==> config.mk <==
export PLATFORM = sky130hd
export DESIGN_NAME = uart_registers_with_rx_fifo_unit
export DESIGN_NICKNAME = d
export VERILOG_FILES = /design/src/hw/rtl/urxf_pkg.sv /design/src/hw/rtl/urxf_ram.sv /design/src/hw/rtl/uart_registers_with_rx_fifo_unit.sv
export SDC_FILE = /design/constraint.sdc
export NUM_CORES = 2
export LEC_CHECK = 0
export ABC_AREA = 1
export BUFFER_PORTS_ARGS = -buffer_cell sky130_fd_sc_hd__clkbuf_2
export CORE_AREA = 2 2 477 479
export DETAILED_ROUTE_END_ITERATION = 12
export DIE_AREA = 0 0 479 481
export GPL_ROUTABILITY_DRIVEN = 0
export HOLD_SLACK_MARGIN = 0.08
export PLACE_DENSITY = 0.45
export SYNTH_ARGS = -nofsm -noshare
export SYNTH_HDL_FRONTEND = slang
export SYNTH_SLANG_ARGS = --single-unit
==> constraint.sdc <==
create_clock -name i_clk -period 7.9 [get_ports i_clk]
set_clock_uncertainty 0.15 [all_clocks]
set_input_delay 1.185 -clock i_clk [delete_from_list [all_inputs] [get_ports i_clk]]
set_output_delay 1.185 -clock i_clk [all_outputs]
set_load 0.01 [all_outputs]
==> src/hw/rtl/urxf_pkg.sv <==
// ============================================================================
// urxf_pkg
// Shared types, register map and constants of the uart register file with
// receive fifo.
// ============================================================================
`default_nettype none

package urxf_pkg;

    // sizes
    localparam int unsigned FIFO_DEPTH = 64;
    localparam int unsigned REG_COUNT  = 18;
    localparam int unsigned PTR_W      = $clog2(FIFO_DEPTH);
    localparam int unsigned FILL_W     = $clog2(FIFO_DEPTH + 1);
    localparam int unsigned WORD_W     = $clog2(REG_COUNT);
    localparam int unsigned CISR_W     = 6;
    localparam int unsigned SR_IRQ_W   = 5;

    // item kinds
    localparam logic [1:0] MODE_READ  = 2'd0;
    localparam logic [1:0] MODE_WRITE = 2'd1;
    localparam logic [1:0] MODE_LINE  = 2'd2;

    // access widths
    localparam logic [1:0] WIDTH_BYTE = 2'd0;
    localparam logic [1:0] WIDTH_HALF = 2'd1;

    // channel routing in mode register bits 9:8
    localparam logic [1:0] CH_NORMAL = 2'd0;
    localparam logic [1:0] CH_ECHO   = 2'd1;
    localparam logic [1:0] CH_LLOOP  = 2'd2;
    localparam logic [1:0] CH_RLOOP  = 2'd3;

    // register word map
    localparam logic [WORD_W-1:0] W_CR    = WORD_W'(0);
    localparam logic [WORD_W-1:0] W_MR    = WORD_W'(1);
    localparam logic [WORD_W-1:0] W_IER   = WORD_W'(2);
    localparam logic [WORD_W-1:0] W_IDR   = WORD_W'(3);
    localparam logic [WORD_W-1:0] W_IMR   = WORD_W'(4);
    localparam logic [WORD_W-1:0] W_CISR  = WORD_W'(5);
    localparam logic [WORD_W-1:0] W_BRGR  = WORD_W'(6);
    localparam logic [WORD_W-1:0] W_RTRIG = WORD_W'(8);
    localparam logic [WORD_W-1:0] W_SR    = WORD_W'(11);
    localparam logic [WORD_W-1:0] W_DATA  = WORD_W'(12);
    localparam logic [WORD_W-1:0] W_TTRIG = WORD_W'(17);

    // control register bits
    localparam int unsigned CR_RXRST = 0;
    localparam int unsigned CR_TXRST = 1;
    localparam int unsigned CR_RXEN  = 2;
    localparam int unsigned CR_RXDIS = 3;
    localparam int unsigned CR_TXEN  = 4;
    localparam int unsigned CR_TXDIS = 5;

    // status register bits
    localparam int unsigned SR_RTRIG  = 0;
    localparam int unsigned SR_REMPTY = 1;
    localparam int unsigned SR_RFUL   = 2;
    localparam int unsigned SR_TEMPTY = 3;
    localparam int unsigned SR_TFUL   = 4;

    // channel interrupt status bits
    localparam int unsigned CISR_ROVR = 5;

    // reset values
    localparam logic [31:0] CR_RESET    = 32'h0000_0128;
    localparam logic [31:0] SR_RESET    = 32'h0000_000A;
    localparam logic [31:0] RTRIG_RESET = 32'h0000_0020;
    localparam logic [31:0] BRGR_RESET  = 32'h0000_000F;
    localparam logic [31:0] TTRIG_RESET = 32'h0000_0020;

    // where the read data of an item comes from
    typedef enum logic [1:0] {
        SEL_ZERO  = 2'd0,
        SEL_REG   = 2'd1,
        SEL_PLAIN = 2'd2,
        SEL_FIFO  = 2'd3
    } t_rd_sel;

    typedef struct packed {
        logic [1:0]  mode;
        logic [11:0] address;
        logic [1:0]  access_width;
        logic [31:0] write_data;
        logic [7:0]  rx_byte;
    } t_in_item;

    typedef struct packed {
        logic [31:0] read_data;
        logic        write_error;
        logic        tx_valid;
        logic [7:0]  tx_byte;
        logic        irq_level;
        logic        rx_space;
    } t_out_item;

    // reset value of a register kept in the plain register ram
    function automatic logic [31:0] plain_reset(input logic [WORD_W-1:0] w);
        logic [31:0] v;
        v = '0;
        if (w == W_BRGR) begin
            v = BRGR_RESET;
        end else if (w == W_TTRIG) begin
            v = TTRIG_RESET;
        end
        return v;
    endfunction

endpackage

`default_nettype wire

==> src/hw/rtl/urxf_ram.sv <==
// ============================================================================
// urxf_ram
// Generic single-port-write, single-port-read ram with registered read data.
// ============================================================================
`default_nettype none

module urxf_ram #(
    parameter  int unsigned WIDTH  = 8,
    parameter  int unsigned DEPTH  = 64,
    localparam int unsigned ADDR_W = $clog2(DEPTH)
) (
    input  wire logic              i_clk,
    input  wire logic              i_we,
    input  wire logic [ADDR_W-1:0] i_waddr,
    input  wire logic [WIDTH-1:0]  i_wdata,
    input  wire logic              i_re,
    input  wire logic [ADDR_W-1:0] i_raddr,
    output logic      [WIDTH-1:0]  o_rdata
);

    logic [WIDTH-1:0] r_mem [DEPTH];
    logic [WIDTH-1:0] r_rdata;

    // write port and registered read port
    always_ff @(posedge i_clk) begin
        if (i_we) begin
            r_mem[i_waddr] <= i_wdata;
        end
        if (i_re) begin
            r_rdata <= r_mem[i_raddr];
        end
    end

    assign o_rdata = r_rdata;

endmodule

`default_nettype wire

==> src/hw/rtl/uart_registers_with_rx_fifo_unit.sv <==
// ============================================================================
// uart_registers_with_rx_fifo_unit
// Uart register file with a receive fifo, interrupt mask and status.
// ============================================================================
// Usage:
// - input channel (i_in_valid, o_in_stall, i_in_item) carries bus reads,
//   bus writes and bytes arriving from the serial line, one per transfer
// - output channel (o_out_valid, i_out_stall, o_out_item) returns exactly
//   one result per input transfer, in order: read data, write error,
//   transmitted byte, interrupt level and receive space
// - an item is taken every cycle while o_in_stall is low; its result passes
//   through stage 1 (the ram read) and then the stage 2 output register
// - control and status registers live in flops and are updated in the
//   cycle of the transfer; the receive bytes sit in a fifo ram and the
//   plain registers (baud, timeouts, modem, ...) in a small register ram,
//   both read through a registered ram port into the output stage
// - each item does one ram access at most, so a read always sees the
//   write of the item before it without forwarding
// - when the receiver stalls, the two result stages fill and then
//   o_in_stall rises; nothing is dropped
// - synchronous reset loads the register reset values, empties the fifo
//   and marks the plain register ram as holding reset values
// ============================================================================
`default_nettype none

module uart_registers_with_rx_fifo_unit (
    input  wire logic                 i_clk,
    input  wire logic                 i_rst_n,
    input  wire logic                 i_in_valid,
    output logic                      o_in_stall,
    input  wire urxf_pkg::t_in_item   i_in_item,
    output logic                      o_out_valid,
    input  wire logic                 i_out_stall,
    output urxf_pkg::t_out_item       o_out_item
);

    // control and status registers
    logic [31:0] r_cr, n_cr;
    logic [31:0] r_mr, n_mr;
    logic [31:0] r_imr, n_imr;
    logic [31:0] r_rtrig, n_rtrig;
    logic [31:0] r_sr, n_sr;
    logic [urxf_pkg::CISR_W-1:0] r_cisr, n_cisr;
    logic r_irq, n_irq;

    // fifo pointers
    logic [urxf_pkg::PTR_W-1:0]  r_head, n_head;
    logic [urxf_pkg::PTR_W-1:0]  r_tail, n_tail;
    logic [urxf_pkg::FILL_W-1:0] r_fill, n_fill;

    // plain register ram entries written since reset
    logic [urxf_pkg::REG_COUNT-1:0] r_plain_vld, n_plain_vld;

    // pipeline
    logic                r_s1_valid;
    urxf_pkg::t_out_item r_s1_item, n_s1_item;
    urxf_pkg::t_rd_sel   r_s1_sel, n_s1_sel;
    logic [1:0]          r_s1_width;
    logic                r_s2_valid;
    urxf_pkg::t_out_item r_s2_item;
    urxf_pkg::t_out_item s1_out;
    logic                s2_load;
    logic                acc;

    // decode
    logic [9:0]                  word_full;
    logic [urxf_pkg::WORD_W-1:0] word;
    logic                        in_range;
    logic [31:0]                 src;
    logic [1:0]                  chmode;
    logic                        rx_on;
    logic                        tx_on;
    logic                        do_push;
    logic                        do_pop;
    logic                        pop_hit;
    logic                        cr_wr;
    logic                        refresh;
    logic [7:0]                  push_data;
    logic                        fifo_we;
    logic                        plain_we;
    logic                        plain_re;
    logic [7:0]                  fifo_rdata;
    logic [31:0]                 plain_rdata;

    function automatic logic [31:0] lane_mask(input logic [1:0] w);
        logic [31:0] m;
        m = 32'hFFFF_FFFF;
        if (w == urxf_pkg::WIDTH_BYTE) begin
            m = 32'h0000_00FF;
        end else if (w == urxf_pkg::WIDTH_HALF) begin
            m = 32'h0000_FFFF;
        end
        return m;
    endfunction

    // handshake: stall only when both result stages are held
    assign s2_load    = !r_s2_valid || !i_out_stall;
    assign o_in_stall = r_s1_valid && !s2_load;
    assign acc        = i_in_valid && !o_in_stall;

    assign word_full = i_in_item.address[11:2];
    assign word      = word_full[urxf_pkg::WORD_W-1:0];
    assign in_range  = word_full < 10'(urxf_pkg::REG_COUNT);
    assign src       = i_in_item.write_data & lane_mask(i_in_item.access_width);
    assign chmode    = r_mr[9:8];
    assign rx_on     = r_cr[urxf_pkg::CR_RXEN] && !r_cr[urxf_pkg::CR_RXDIS];
    assign tx_on     = r_cr[urxf_pkg::CR_TXEN] && !r_cr[urxf_pkg::CR_TXDIS];

    // item decode and register update
    always_comb begin
        n_cr        = r_cr;
        n_mr        = r_mr;
        n_imr       = r_imr;
        n_rtrig     = r_rtrig;
        n_sr        = r_sr;
        n_cisr      = r_cisr;
        n_irq       = r_irq;
        n_head      = r_head;
        n_tail      = r_tail;
        n_fill      = r_fill;
        n_plain_vld = r_plain_vld;
        n_s1_item   = '0;
        n_s1_sel    = urxf_pkg::SEL_ZERO;
        do_push     = 1'b0;
        do_pop      = 1'b0;
        pop_hit     = 1'b0;
        cr_wr       = 1'b0;
        refresh     = 1'b0;
        push_data   = i_in_item.rx_byte;
        fifo_we     = 1'b0;
        plain_we    = 1'b0;
        plain_re    = 1'b0;

        if (acc) begin
            unique case (i_in_item.mode)
                urxf_pkg::MODE_READ: begin
                    if (in_range) begin
                        unique case (word)
                            urxf_pkg::W_DATA: begin
                                do_pop = rx_on;
                            end
                            urxf_pkg::W_CR: begin
                                n_s1_sel            = urxf_pkg::SEL_REG;
                                n_s1_item.read_data = r_cr;
                            end
                            urxf_pkg::W_MR: begin
                                n_s1_sel            = urxf_pkg::SEL_REG;
                                n_s1_item.read_data = r_mr;
                            end
                            urxf_pkg::W_IMR: begin
                                n_s1_sel            = urxf_pkg::SEL_REG;
                                n_s1_item.read_data = r_imr;
                            end
                            urxf_pkg::W_CISR: begin
                                n_s1_sel            = urxf_pkg::SEL_REG;
                                n_s1_item.read_data = 32'(r_cisr);
                            end
                            urxf_pkg::W_RTRIG: begin
                                n_s1_sel            = urxf_pkg::SEL_REG;
                                n_s1_item.read_data = r_rtrig;
                            end
                            urxf_pkg::W_SR: begin
                                n_s1_sel            = urxf_pkg::SEL_REG;
                                n_s1_item.read_data = r_sr;
                            end
                            urxf_pkg::W_IER, urxf_pkg::W_IDR: begin
                                n_s1_sel = urxf_pkg::SEL_ZERO;
                            end
                            default: begin
                                // unwritten entries read as their reset value
                                if (r_plain_vld[word]) begin
                                    n_s1_sel = urxf_pkg::SEL_PLAIN;
                                    plain_re = 1'b1;
                                end else begin
                                    n_s1_sel            = urxf_pkg::SEL_REG;
                                    n_s1_item.read_data = urxf_pkg::plain_reset(word);
                                end
                            end
                        endcase
                    end
                end
                urxf_pkg::MODE_WRITE: begin
                    if (!in_range) begin
                        n_s1_item.write_error = 1'b1;
                    end else begin
                        refresh = 1'b1;
                        unique case (word)
                            urxf_pkg::W_IER:  n_imr = r_imr | src;
                            urxf_pkg::W_IDR:  n_imr = r_imr & ~src;
                            urxf_pkg::W_IMR:  n_imr = r_imr;
                            urxf_pkg::W_CISR: begin
                                n_cisr = r_cisr & ~src[urxf_pkg::CISR_W-1:0];
                            end
                            urxf_pkg::W_DATA: begin
                                if (chmode == urxf_pkg::CH_NORMAL) begin
                                    if (tx_on) begin
                                        n_s1_item.tx_valid = 1'b1;
                                        n_s1_item.tx_byte  = src[7:0];
                                    end
                                end else if (chmode == urxf_pkg::CH_LLOOP) begin
                                    do_push   = rx_on;
                                    push_data = src[7:0];
                                end
                            end
                            urxf_pkg::W_CR: begin
                                n_cr  = src;
                                cr_wr = 1'b1;
                            end
                            urxf_pkg::W_MR:    n_mr = src;
                            urxf_pkg::W_RTRIG: n_rtrig = src;
                            urxf_pkg::W_SR:    n_sr = src;
                            default: begin
                                plain_we          = 1'b1;
                                n_plain_vld[word] = 1'b1;
                            end
                        endcase
                    end
                end
                urxf_pkg::MODE_LINE: begin
                    // line byte routing: normal and echo fill the fifo,
                    // echo and remote loopback send it back out
                    if (chmode == urxf_pkg::CH_NORMAL || chmode == urxf_pkg::CH_ECHO) begin
                        do_push = rx_on;
                    end
                    if ((chmode == urxf_pkg::CH_RLOOP ||
                         (chmode == urxf_pkg::CH_ECHO && rx_on)) && tx_on) begin
                        n_s1_item.tx_valid = 1'b1;
                        n_s1_item.tx_byte  = i_in_item.rx_byte;
                    end
                end
                default: begin
                end
            endcase
        end

        // fifo pop
        if (do_pop) begin
            n_sr[urxf_pkg::SR_RFUL] = 1'b0;
            if (r_fill != '0) begin
                pop_hit  = 1'b1;
                n_s1_sel = urxf_pkg::SEL_FIFO;
                n_head   = (r_head == urxf_pkg::PTR_W'(urxf_pkg::FIFO_DEPTH - 1)) ?
                           '0 : r_head + 1'b1;
                n_fill   = r_fill - 1'b1;
            end
            if (n_fill == '0) begin
                n_sr[urxf_pkg::SR_REMPTY] = 1'b1;
            end
            if (32'(n_fill) < r_rtrig) begin
                n_sr[urxf_pkg::SR_RTRIG] = 1'b0;
            end
            refresh = 1'b1;
        end

        // fifo push, overrun when full
        if (do_push) begin
            n_sr[urxf_pkg::SR_REMPTY] = 1'b0;
            if (r_fill == urxf_pkg::FILL_W'(urxf_pkg::FIFO_DEPTH)) begin
                n_cisr[urxf_pkg::CISR_ROVR] = 1'b1;
            end else begin
                fifo_we = 1'b1;
                n_tail  = (r_tail == urxf_pkg::PTR_W'(urxf_pkg::FIFO_DEPTH - 1)) ?
                          '0 : r_tail + 1'b1;
                n_fill  = r_fill + 1'b1;
                if (n_fill == urxf_pkg::FILL_W'(urxf_pkg::FIFO_DEPTH)) begin
                    n_sr[urxf_pkg::SR_RFUL] = 1'b1;
                end
            end
            if (32'(n_fill) >= r_rtrig) begin
                n_sr[urxf_pkg::SR_RTRIG] = 1'b1;
            end
            refresh = 1'b1;
        end

        // control write: self-clearing tx and rx resets
        if (cr_wr) begin
            if (src[urxf_pkg::CR_TXRST]) begin
                n_sr[urxf_pkg::SR_TEMPTY] = 1'b1;
                n_sr[urxf_pkg::SR_TFUL]   = 1'b0;
            end
            if (src[urxf_pkg::CR_RXRST]) begin
                n_head                    = '0;
                n_tail                    = '0;
                n_fill                    = '0;
                n_sr[urxf_pkg::SR_REMPTY] = 1'b1;
                n_sr[urxf_pkg::SR_RFUL]   = 1'b0;
            end
            n_cr[urxf_pkg::CR_TXRST] = 1'b0;
            n_cr[urxf_pkg::CR_RXRST] = 1'b0;
            if (n_cr[urxf_pkg::CR_TXEN] && !n_cr[urxf_pkg::CR_TXDIS]) begin
                n_sr[urxf_pkg::SR_TEMPTY] = 1'b1;
            end
        end

        // latch status into interrupt status and recompute the line
        if (refresh) begin
            n_cisr = n_cisr | urxf_pkg::CISR_W'(n_sr[urxf_pkg::SR_IRQ_W-1:0]);
            n_irq  = |(n_imr[urxf_pkg::CISR_W-1:0] & n_cisr);
        end

        n_s1_item.irq_level = n_irq;
        n_s1_item.rx_space  = (n_fill != urxf_pkg::FILL_W'(urxf_pkg::FIFO_DEPTH));
    end

    // receive byte store
    urxf_ram #(
        .WIDTH (8),
        .DEPTH (urxf_pkg::FIFO_DEPTH)
    ) u_fifo_ram (
        .i_clk   (i_clk),
        .i_we    (fifo_we),
        .i_waddr (r_tail),
        .i_wdata (push_data),
        .i_re    (pop_hit),
        .i_raddr (r_head),
        .o_rdata (fifo_rdata)
    );

    // plain register words
    urxf_ram #(
        .WIDTH (32),
        .DEPTH (urxf_pkg::REG_COUNT)
    ) u_plain_ram (
        .i_clk   (i_clk),
        .i_we    (plain_we),
        .i_waddr (word),
        .i_wdata (src),
        .i_re    (plain_re),
        .i_raddr (word),
        .o_rdata (plain_rdata)
    );

    // state registers
    always_ff @(posedge i_clk) begin
        if (!i_rst_n) begin
            r_cr        <= urxf_pkg::CR_RESET;
            r_mr        <= '0;
            r_imr       <= '0;
            r_rtrig     <= urxf_pkg::RTRIG_RESET;
            r_sr        <= urxf_pkg::SR_RESET;
            r_cisr      <= '0;
            r_irq       <= 1'b0;
            r_head      <= '0;
            r_tail      <= '0;
            r_fill      <= '0;
            r_plain_vld <= '0;
        end else begin
            r_cr        <= n_cr;
            r_mr        <= n_mr;
            r_imr       <= n_imr;
            r_rtrig     <= n_rtrig;
            r_sr        <= n_sr;
            r_cisr      <= n_cisr;
            r_irq       <= n_irq;
            r_head      <= n_head;
            r_tail      <= n_tail;
            r_fill      <= n_fill;
            r_plain_vld <= n_plain_vld;
        end
    end

    // stage 1: waits for the ram read
    always_ff @(posedge i_clk) begin
        if (!i_rst_n) begin
            r_s1_valid <= 1'b0;
        end else if (!o_in_stall) begin
            r_s1_valid <= acc;
        end
        if (acc) begin
            r_s1_item  <= n_s1_item;
            r_s1_sel   <= n_s1_sel;
            r_s1_width <= i_in_item.access_width;
        end
    end

    // read data selection and lane masking
    always_comb begin
        s1_out = r_s1_item;
        unique case (r_s1_sel)
            urxf_pkg::SEL_ZERO:  s1_out.read_data = '0;
            urxf_pkg::SEL_REG:   s1_out.read_data = r_s1_item.read_data;
            urxf_pkg::SEL_PLAIN: s1_out.read_data = plain_rdata;
            urxf_pkg::SEL_FIFO:  s1_out.read_data = 32'(fifo_rdata);
            default:             s1_out.read_data = '0;
        endcase
        s1_out.read_data = s1_out.read_data & lane_mask(r_s1_width);
    end

    // stage 2: output register
    always_ff @(posedge i_clk) begin
        if (!i_rst_n) begin
            r_s2_valid <= 1'b0;
        end else if (s2_load) begin
            r_s2_valid <= r_s1_valid;
        end
        if (s2_load && r_s1_valid) begin
            r_s2_item <= s1_out;
        end
    end

    assign o_out_valid = r_s2_valid;
    assign o_out_item  = r_s2_item;

    // fill count never passes the fifo depth
    a_fill_bound: assert property (@(posedge i_clk) disable iff (!i_rst_n)
        r_fill <= urxf_pkg::FILL_W'(urxf_pkg::FIFO_DEPTH))
        else $error("fifo fill count beyond depth");

    // empty or full fifo has head and tail on the same entry
    a_ptr_align: assert property (@(posedge i_clk) disable iff (!i_rst_n)
        (r_fill == '0 || r_fill == urxf_pkg::FILL_W'(urxf_pkg::FIFO_DEPTH))
        |-> (r_head == r_tail))
        else $error("fifo pointers out of step with fill count");

    // a pop of a filled fifo takes exactly one byte
    a_pop_count: assert property (@(posedge i_clk) disable iff (!i_rst_n)
        pop_hit |=> (r_fill == urxf_pkg::FILL_W'($past(r_fill) - 1'b1)))
        else $error("fifo pop did not lower the fill count by one");

    // interrupt line follows mask and channel status
    a_irq_tracks: assert property (@(posedge i_clk) disable iff (!i_rst_n)
        r_irq == |(r_imr[urxf_pkg::CISR_W-1:0] & r_cisr))
        else $error("interrupt line out of step with mask and status");

endmodule

`default_nettype wire
Yosys cells after proc, flatten, opt, wreduce, memory -nomap -nowiden --
Memory sizes are Yosys's and may differ from the RTL's. A register that Yosys moved wholly into a read port is not among the register bits. Index checks and enable logic that the tools add are counted.
Operators by class: add/subtract/negate cells 4, muxes and demuxes 118, equality and inequality tests 25, $lt $le $gt $ge 5, bitwise gates (word level) 12, reduce and logical (&&, ||, !) cells 40
Operators with widths (count):
- one-hot mux 32 bit (7 select lines) | 1
- two-way mux 32 bit | 6
- two-way mux 6 bit | 23
- one-hot mux 32 bit (4 select lines) | 1
- bitwise AND 32 bit | 3
- one-hot mux 32 bit (2 select lines) | 1
- two-way mux 7 bit | 8
- two-way mux 1 bit | 48
- two-way mux 8 bit | 6
- two-way mux 9 bit | 5
- greater-or-equal comparator 7 x 32 -> 1 bit | 1
- less-than comparator 7 x 32 -> 1 bit | 1
- NOT 32 bit | 1
- bitwise OR 32 bit | 1
- AND reduction 4 bit | 6
- two-way mux 5 bit | 4
- bitwise OR 18 bit | 1
- one-hot mux 9 bit (2 select lines) | 1
- equality test 5 x 3 -> 1 bit, second input constant | 3
- equality test 5 x 4 -> 1 bit, second input constant | 3
- equality test 7 bit, second input constant | 2
- two-way mux 2 bit | 7
- adder 6 x 1 -> 6 bit, second input constant | 2
- bitwise AND 6 bit | 2
- 34 further kinds | 67
Storage, ports and cells: register bits 298, input port bits 60, memory bits (writable) 1088, output and inout bits 46, memories 2, logic and storage cells 237
Memory list:
- u_plain_ram.r_mem | words 18, width 32, read ports 1, clocked after memory_dff 1, wr ports 1, RTL line urxf_ram.sv:21 | logic [WIDTH-1:0] r_mem [DEPTH];
- u_fifo_ram.r_mem | words 64, width 8, read ports 1, clocked after memory_dff 1, wr ports 1, RTL line urxf_ram.sv:21

Depth between registers and ports, before layout --
word-level depth 20, depth in mapped cells 34, mapped depth without buffers 32

Cells and area by module --
From an unflattened synthesis, not the netlist that was laid out.
Second synthesis, totals: cell total of the unflattened synthesis 5869, area, all modules 60710.7 um^2
Modules (own cells, without submodules):
- urxf_ram at u_plain_ram | instances 1, area an instance 25653.4 um^2, seq. area each 18257.5 um^2, cells each 2362
- urxf_ram at u_fifo_ram | instances 1, area an instance 21371.7 um^2, seq. area each 15615.0 um^2, cells each 1822
- uart_registers_with_rx_fifo_unit | instances 1, area an instance 13685.6 um^2, seq. area each 6886.6 um^2, cells each 1685

Worst setup path after synthesis --
OpenSTA, ideal clock, no wires.
path kind input to register, start input port i_out_stall, end memory u_plain_ram.r_mem[7][0], enable pin, library setup time 0.464 ns, stages on the path 9, arrival 5.366 ns, setup slack 1.920 ns, cell sequence nand2_1 -> inv_1 -> nand2_1 -> nand2_2 -> inv_1 -> nand2_4 -> nor2_1 -> inv_1 -> nor3_1
Between the ends: longest elaborated chain between the ends 9
RTL lines:
- start, declared | RTL line uart_registers_with_rx_fifo_unit.sv:33 | input wire logic i_out_stall,
- zero test 1 bit | RTL line uart_registers_with_rx_fifo_unit.sv:97 | assign s2_load = !r_s2_valid || !i_out_stall;
- logical OR 1 bit | RTL line uart_registers_with_rx_fifo_unit.sv:97
- zero test 1 bit | RTL line uart_registers_with_rx_fifo_unit.sv:98 | assign o_in_stall = r_s1_valid && !s2_load;
- logical AND 1 bit | RTL line uart_registers_with_rx_fifo_unit.sv:98
- zero test 1 bit
- logical AND 1 bit | RTL line uart_registers_with_rx_fifo_unit.sv:99 | assign acc = i_in_valid && !o_in_stall;
- named net acc | RTL line uart_registers_with_rx_fifo_unit.sv:63 | logic acc;
- two-way mux 1 bit | RTL line uart_registers_with_rx_fifo_unit.sv:134 | if (acc) begin
- two-way mux 1 bit | RTL line urxf_ram.sv:26 | if (i_we) begin
- two-way mux 1 bit (not written as such) | RTL line urxf_ram.sv:27 | r_mem[i_waddr] <= i_wdata;
- end, declared | RTL line urxf_ram.sv:21
The timed path passes the listed nets, and every way through them passes these cells.

Worst setup path after layout --
start input port i_in_item[48] (netlist bit), end memory u_fifo_ram.r_mem[0][6], enable pin
Between the ends: longest elaborated chain between the ends 8, elaborated cells on any way between the ends 9, classes of those cells order compare: 1; eq/ne: 1; mux: 7
RTL lines:
- start, declared | RTL line uart_registers_with_rx_fifo_unit.sv:31 | input wire urxf_pkg::t_in_item i_in_item,
- branches (longest 2 deep; another with less-than comparator 10 x 5 -> 1 bit)
- two-way mux 1 bit * | RTL line uart_registers_with_rx_fifo_unit.sv:183 | if (!in_range) begin
- one-hot mux 1 bit (2 select lines) * | RTL line uart_registers_with_rx_fifo_unit.sv:135 | unique case (i_in_item.mode)
- two-way mux 1 bit * | RTL line uart_registers_with_rx_fifo_unit.sv:134
- two-way mux 1 bit * | RTL line uart_registers_with_rx_fifo_unit.sv:256 | if (do_push) begin
- two-way mux 1 bit * | RTL line urxf_ram.sv:26
- two-way mux 1 bit (not written as such) * | RTL line urxf_ram.sv:27
- end, declared | RTL line urxf_ram.sv:21
Every way passes the cells marked *.

==> summary.md <==
| Metric | Value |
|---|---|
| Number of flops mapped to enable cells by yosys | `1,220` |
| Post-Syn Area per Cell | `12.6 um^2` |
| Worst Hold Class | `flop to flop` |
| CP max stage delay | `1.02 ns` |
| Critical path startpoint | `i_in_item[48]` |
| Fin crit period | `5.12 ns` |
| Clock sink total | `1,426` |
| Clk_lat worst skew | `0.82 ns` |
| Final setup violation count | `0` |
| Critical Setup Path Class | `input pin to flop` |
| Register bit total from synthesis | `1,426` |
| Final nets | `4,875` |
| DR WL/cell | `21.8 um` |
| Std cell rows | `175` |
| Vias per std cell | `4.61` |
| Port bufs | `103` |
| Ys async rst share | `0%` |
| Core Util, Final | `29.3%` |
| Final WS setup | `2.78 ns` |
| Slew @ Worst Pin | `1.24 ns` |
| Synthesized netlist cell count | `4,446` |
| Post-DP Area | `0.0610 mm^2` |
| Slowest CP cell | `nor2_1` |
| FF-to-FF Start | `o_out_valid` |
| RSZ-0062 raised after global routing | `no` |
| CP top delay family | `simple AND/OR/NAND/NOR gates` |
| Initial DRC count | `3,093` |
| VDD IR max | `0.000203 V` |
| Fill cell count | `23,005` |
| Reg clk slew, reported paths | `0.06 ns` |
| Area of the die | `0.230 mm^2` |
| Detail Route Antenna Nets | `0` |
| Vias in the first global route | `35,297` |
| First-pass GRT wire length | `249,000 um` |
| Max_cap viols | `0` |
| Type of origin of the critical path | `input pin` |
| Clk root buf | `clkbuf_16` |
| Most common flop cell mapped by yosys | `edfxtp_1` |
| Final hold vios | `0` |
| Crit. End Element | `flop` |
| Synth top area share | `65.3%` |
| Synth top area cells | `edfxtp_1 (65%), dfxtp_1 (7.4%), o21ai_0 (4.0%), nor2_1 (3.3%), nand2_1 (3.0%)` |
| CORE AREA | `0.226 mm^2` |
| Post-CTS Resized | `0` |
| Status | `completed` |
| Worst Path Arrival | `5.38 ns` |
| Starting density of the core | `24.8%` |
| Tot Pwr | `16.2 mW` |
| Largest net degree at the start of global routing | `126` |
| Area delta synth->final | `18.0%` |
| Die Ht | `481 um` |
| Worst slack, placed | `2.05 ns` |
| CTS Buffer Depth | `3` |
| Cts hold-fix bufs | `0` |
| Cell Chain, Critical Path | `clkbuf_2, inv_2, nand3_2, nor2_2, nand3_1, o21ai_2, nand2_2, nor2_8, nand4_1, nor2_1` |
| Worst path depth | `10` |
| Leading cell type in the layout, fill and taps excluded | `edfxtp_1` |
| H-tree Lvls | `4` |
| Setup TNS Final | `0 ns` |
| Setup bufs post-CTS | `0` |
| DRC Markers | `0` |
| Critical path peak fanout | `17` |
| Worst Reg-to-Reg Cells | `9` |
| Post-DP HPWL | `102,000 um` |
| Fmax | `195 MHz` |
| Most frequent cells in the layout | `edfxtp_1 (1,220), nor2_1 (483), o21ai_0 (453)` |
| Sequential share of the synthesized area | `72.7%` |
| Critical path destination | `u_fifo_ram.r_mem[0][6]` |
| Final Cell Area | `0.0661 mm^2` |
| Buf/Inv on CP | `2` |
| DR pass1 iterations | `5` |
| Antenna violations before repair | `9` |
| Final Max Tran Viols | `0` |
| Total grt overflow | `0` |
| Top cell type by total area after synthesis | `edfxtp_1` |
| Via count | `36,576` |
| Layout cells sized above 1 | `9.73%` |
| Total leakage power | `22.3 nW` |
| Mapped cell area | `0.0561 mm^2` |
| Power Density | `245 mW/mm^2` |
| Yosys warning count | `0` |
| GRT Util Overall | `14.6%` |
| Slew headroom | `17.1%` |
| Wirelength, routed | `173,000 um` |
| CTS tree | `yes` |
| CTS Buf Count | `155` |
| Distinct cells, synth | `55` |
| Worst Path Required | `8.16 ns` |
| Die X | `479 um` |
| # IOs | `106` |
| Reg2reg end | `u_fifo_ram.r_mem[0][6]` |
| R2R setup slack | `3.82 ns` |
| Final Cycle Share | `64.8%` |
## cell usage after synthesis, drive strengths merged (3+ instances only)
library cell     n
a31oi           56
nor2           513
a221oi          47
o211a            5
nand4           40
clkbuf         221
o221ai          50
mux2i            9
o22ai          106
o21ai          465
a22oi          219
buf             53
nand2          452
clkinv           8
or2              3
ha              21
a2111oi          3
o31ai           14
nand3          173
a21oi          219
xor2             6
a21boi          12
a22o            10
dfxtp          206
edfxtp        1220
inv            220
nor3            11
a211oi          16
o211ai          42
o21a            15
## kinds of logic (layout without fill, tap and decap cells)
| group | after synthesis | in the layout | share of synthesized area (%) |
|---|---|---|---|
| AND/OR/NAND/NOR | 1196 | 1196 | 8.99 |
| AO/OA/AOI/OAI | 1285 | 1285 | 14.1 |
| multiplexers | 9 | 9 | 0.161 |
| adder cells (fa/ha/maj) | 21 | 21 | 0.469 |
| XOR/XNOR | 6 | 6 | 0.0937 |
| buffers and inverters | 502 | 692 | 3.49 |
| flip-flops | 1426 | 1426 | 72.7 |
| other | 1 | 289 | 0.00669 |
## flip-flops by register name, indices dropped and copies added, names as in the netlist
register,cells
u_plain_ram.r_mem,576
u_fifo_ram.r_mem,512
o_out_item,44
r_s1_item,44
r_cr,32
r_imr,32
r_mr,32
r_rtrig,32
r_sr,32
u_plain_ram.o_rdata,32
r_plain_vld,18
u_fifo_ram.o_rdata,8
r_fill,7
r_cisr,6
r_head,6
r_tail,6
r_s1_sel,2
r_s1_width,2
o_out_valid,1
r_irq,1
r_s1_valid,1
## metrics by stage
stage                     hold slack [ns]  instances
final                               0.271       7933
after global routing                0.275       7932
after CTS                           0.270       7932
after detailed placement            0.258       7646
after global placement              0.256       7646
after floorplan                     0.250       4733
## worst min-delay path by stage
stage,slack [ns],end,startpoint,cells past startpoint
2_1_floorplan,0.25,o_out_item[0],r_s1_item[0],0
3_3_place_gp,0.26,o_out_item[1],r_s1_item[1],0
3_5_place_dp,0.26,o_out_item[10],r_s1_item[10],0
4_1_cts,0.27,o_out_item[1],r_s1_item[1],0
5_1_grt,0.28,o_out_item[0],r_s1_item[0],0
6_report,0.27,o_out_item[10],r_s1_item[10],0
## where the power goes
group	total (mW)	internal, mW	switching (mW)	leakage [nW]
combinational	0.568	0.119	0.449	6.97
sequential	8.37	8.33	0.0388	12.9
clock	7.27	4.08	3.18	2.46
total	16.2	12.5	3.67	22.3
## final cells by class
| type | instances | area (um^2) | area share (%) |
|---|---|---|---|
| Sequential cell | 1426 | 40800 | 61.6 |
| Timing Repair Buffer | 178 | 1090 | 1.65 |
| Inverter | 228 | 872 | 1.32 |
| Clock buffer | 217 | 4240 | 6.42 |
| Antenna cell | 1 | 2.50 | 0.00378 |
| Clock inverter | 69 | 862 | 1.30 |
| Tap cell | 3009 | 3760 | 5.69 |
| Multi-Input combinational cell | 2805 | 14500 | 22.0 |
## metal layers
| metal | up-vias | global-route usage, % | part of all wire, % | routed length, um |
|---|---|---|---|---|
| li1 | 16951 | - | - | - |
| met1 | 18484 | 19.4 | 44 | 76300 |
| met3 | 189 | 1.87 | 4.5 | 7730 |
| met5 | - | 0 | 0 | 0 |
| met2 | 952 | 25.3 | 50 | 85800 |
| met4 | 0 | 3.57 | 1.8 | 3050 |
## worst register-to-register path, cell delays in order (launching register included)
cell and delay, ns:
dfxtp_1 0.32, nand2_1 0.09, inv_1 0.08, nand2_1 0.11, nand2_2 0.17, nor3_1 0.28, nand2_2 0.28, nor2_8 0.30
nand4_1 0.89, nor2_1 1.02
Note: power is estimated with default switching activity, not from simulation.
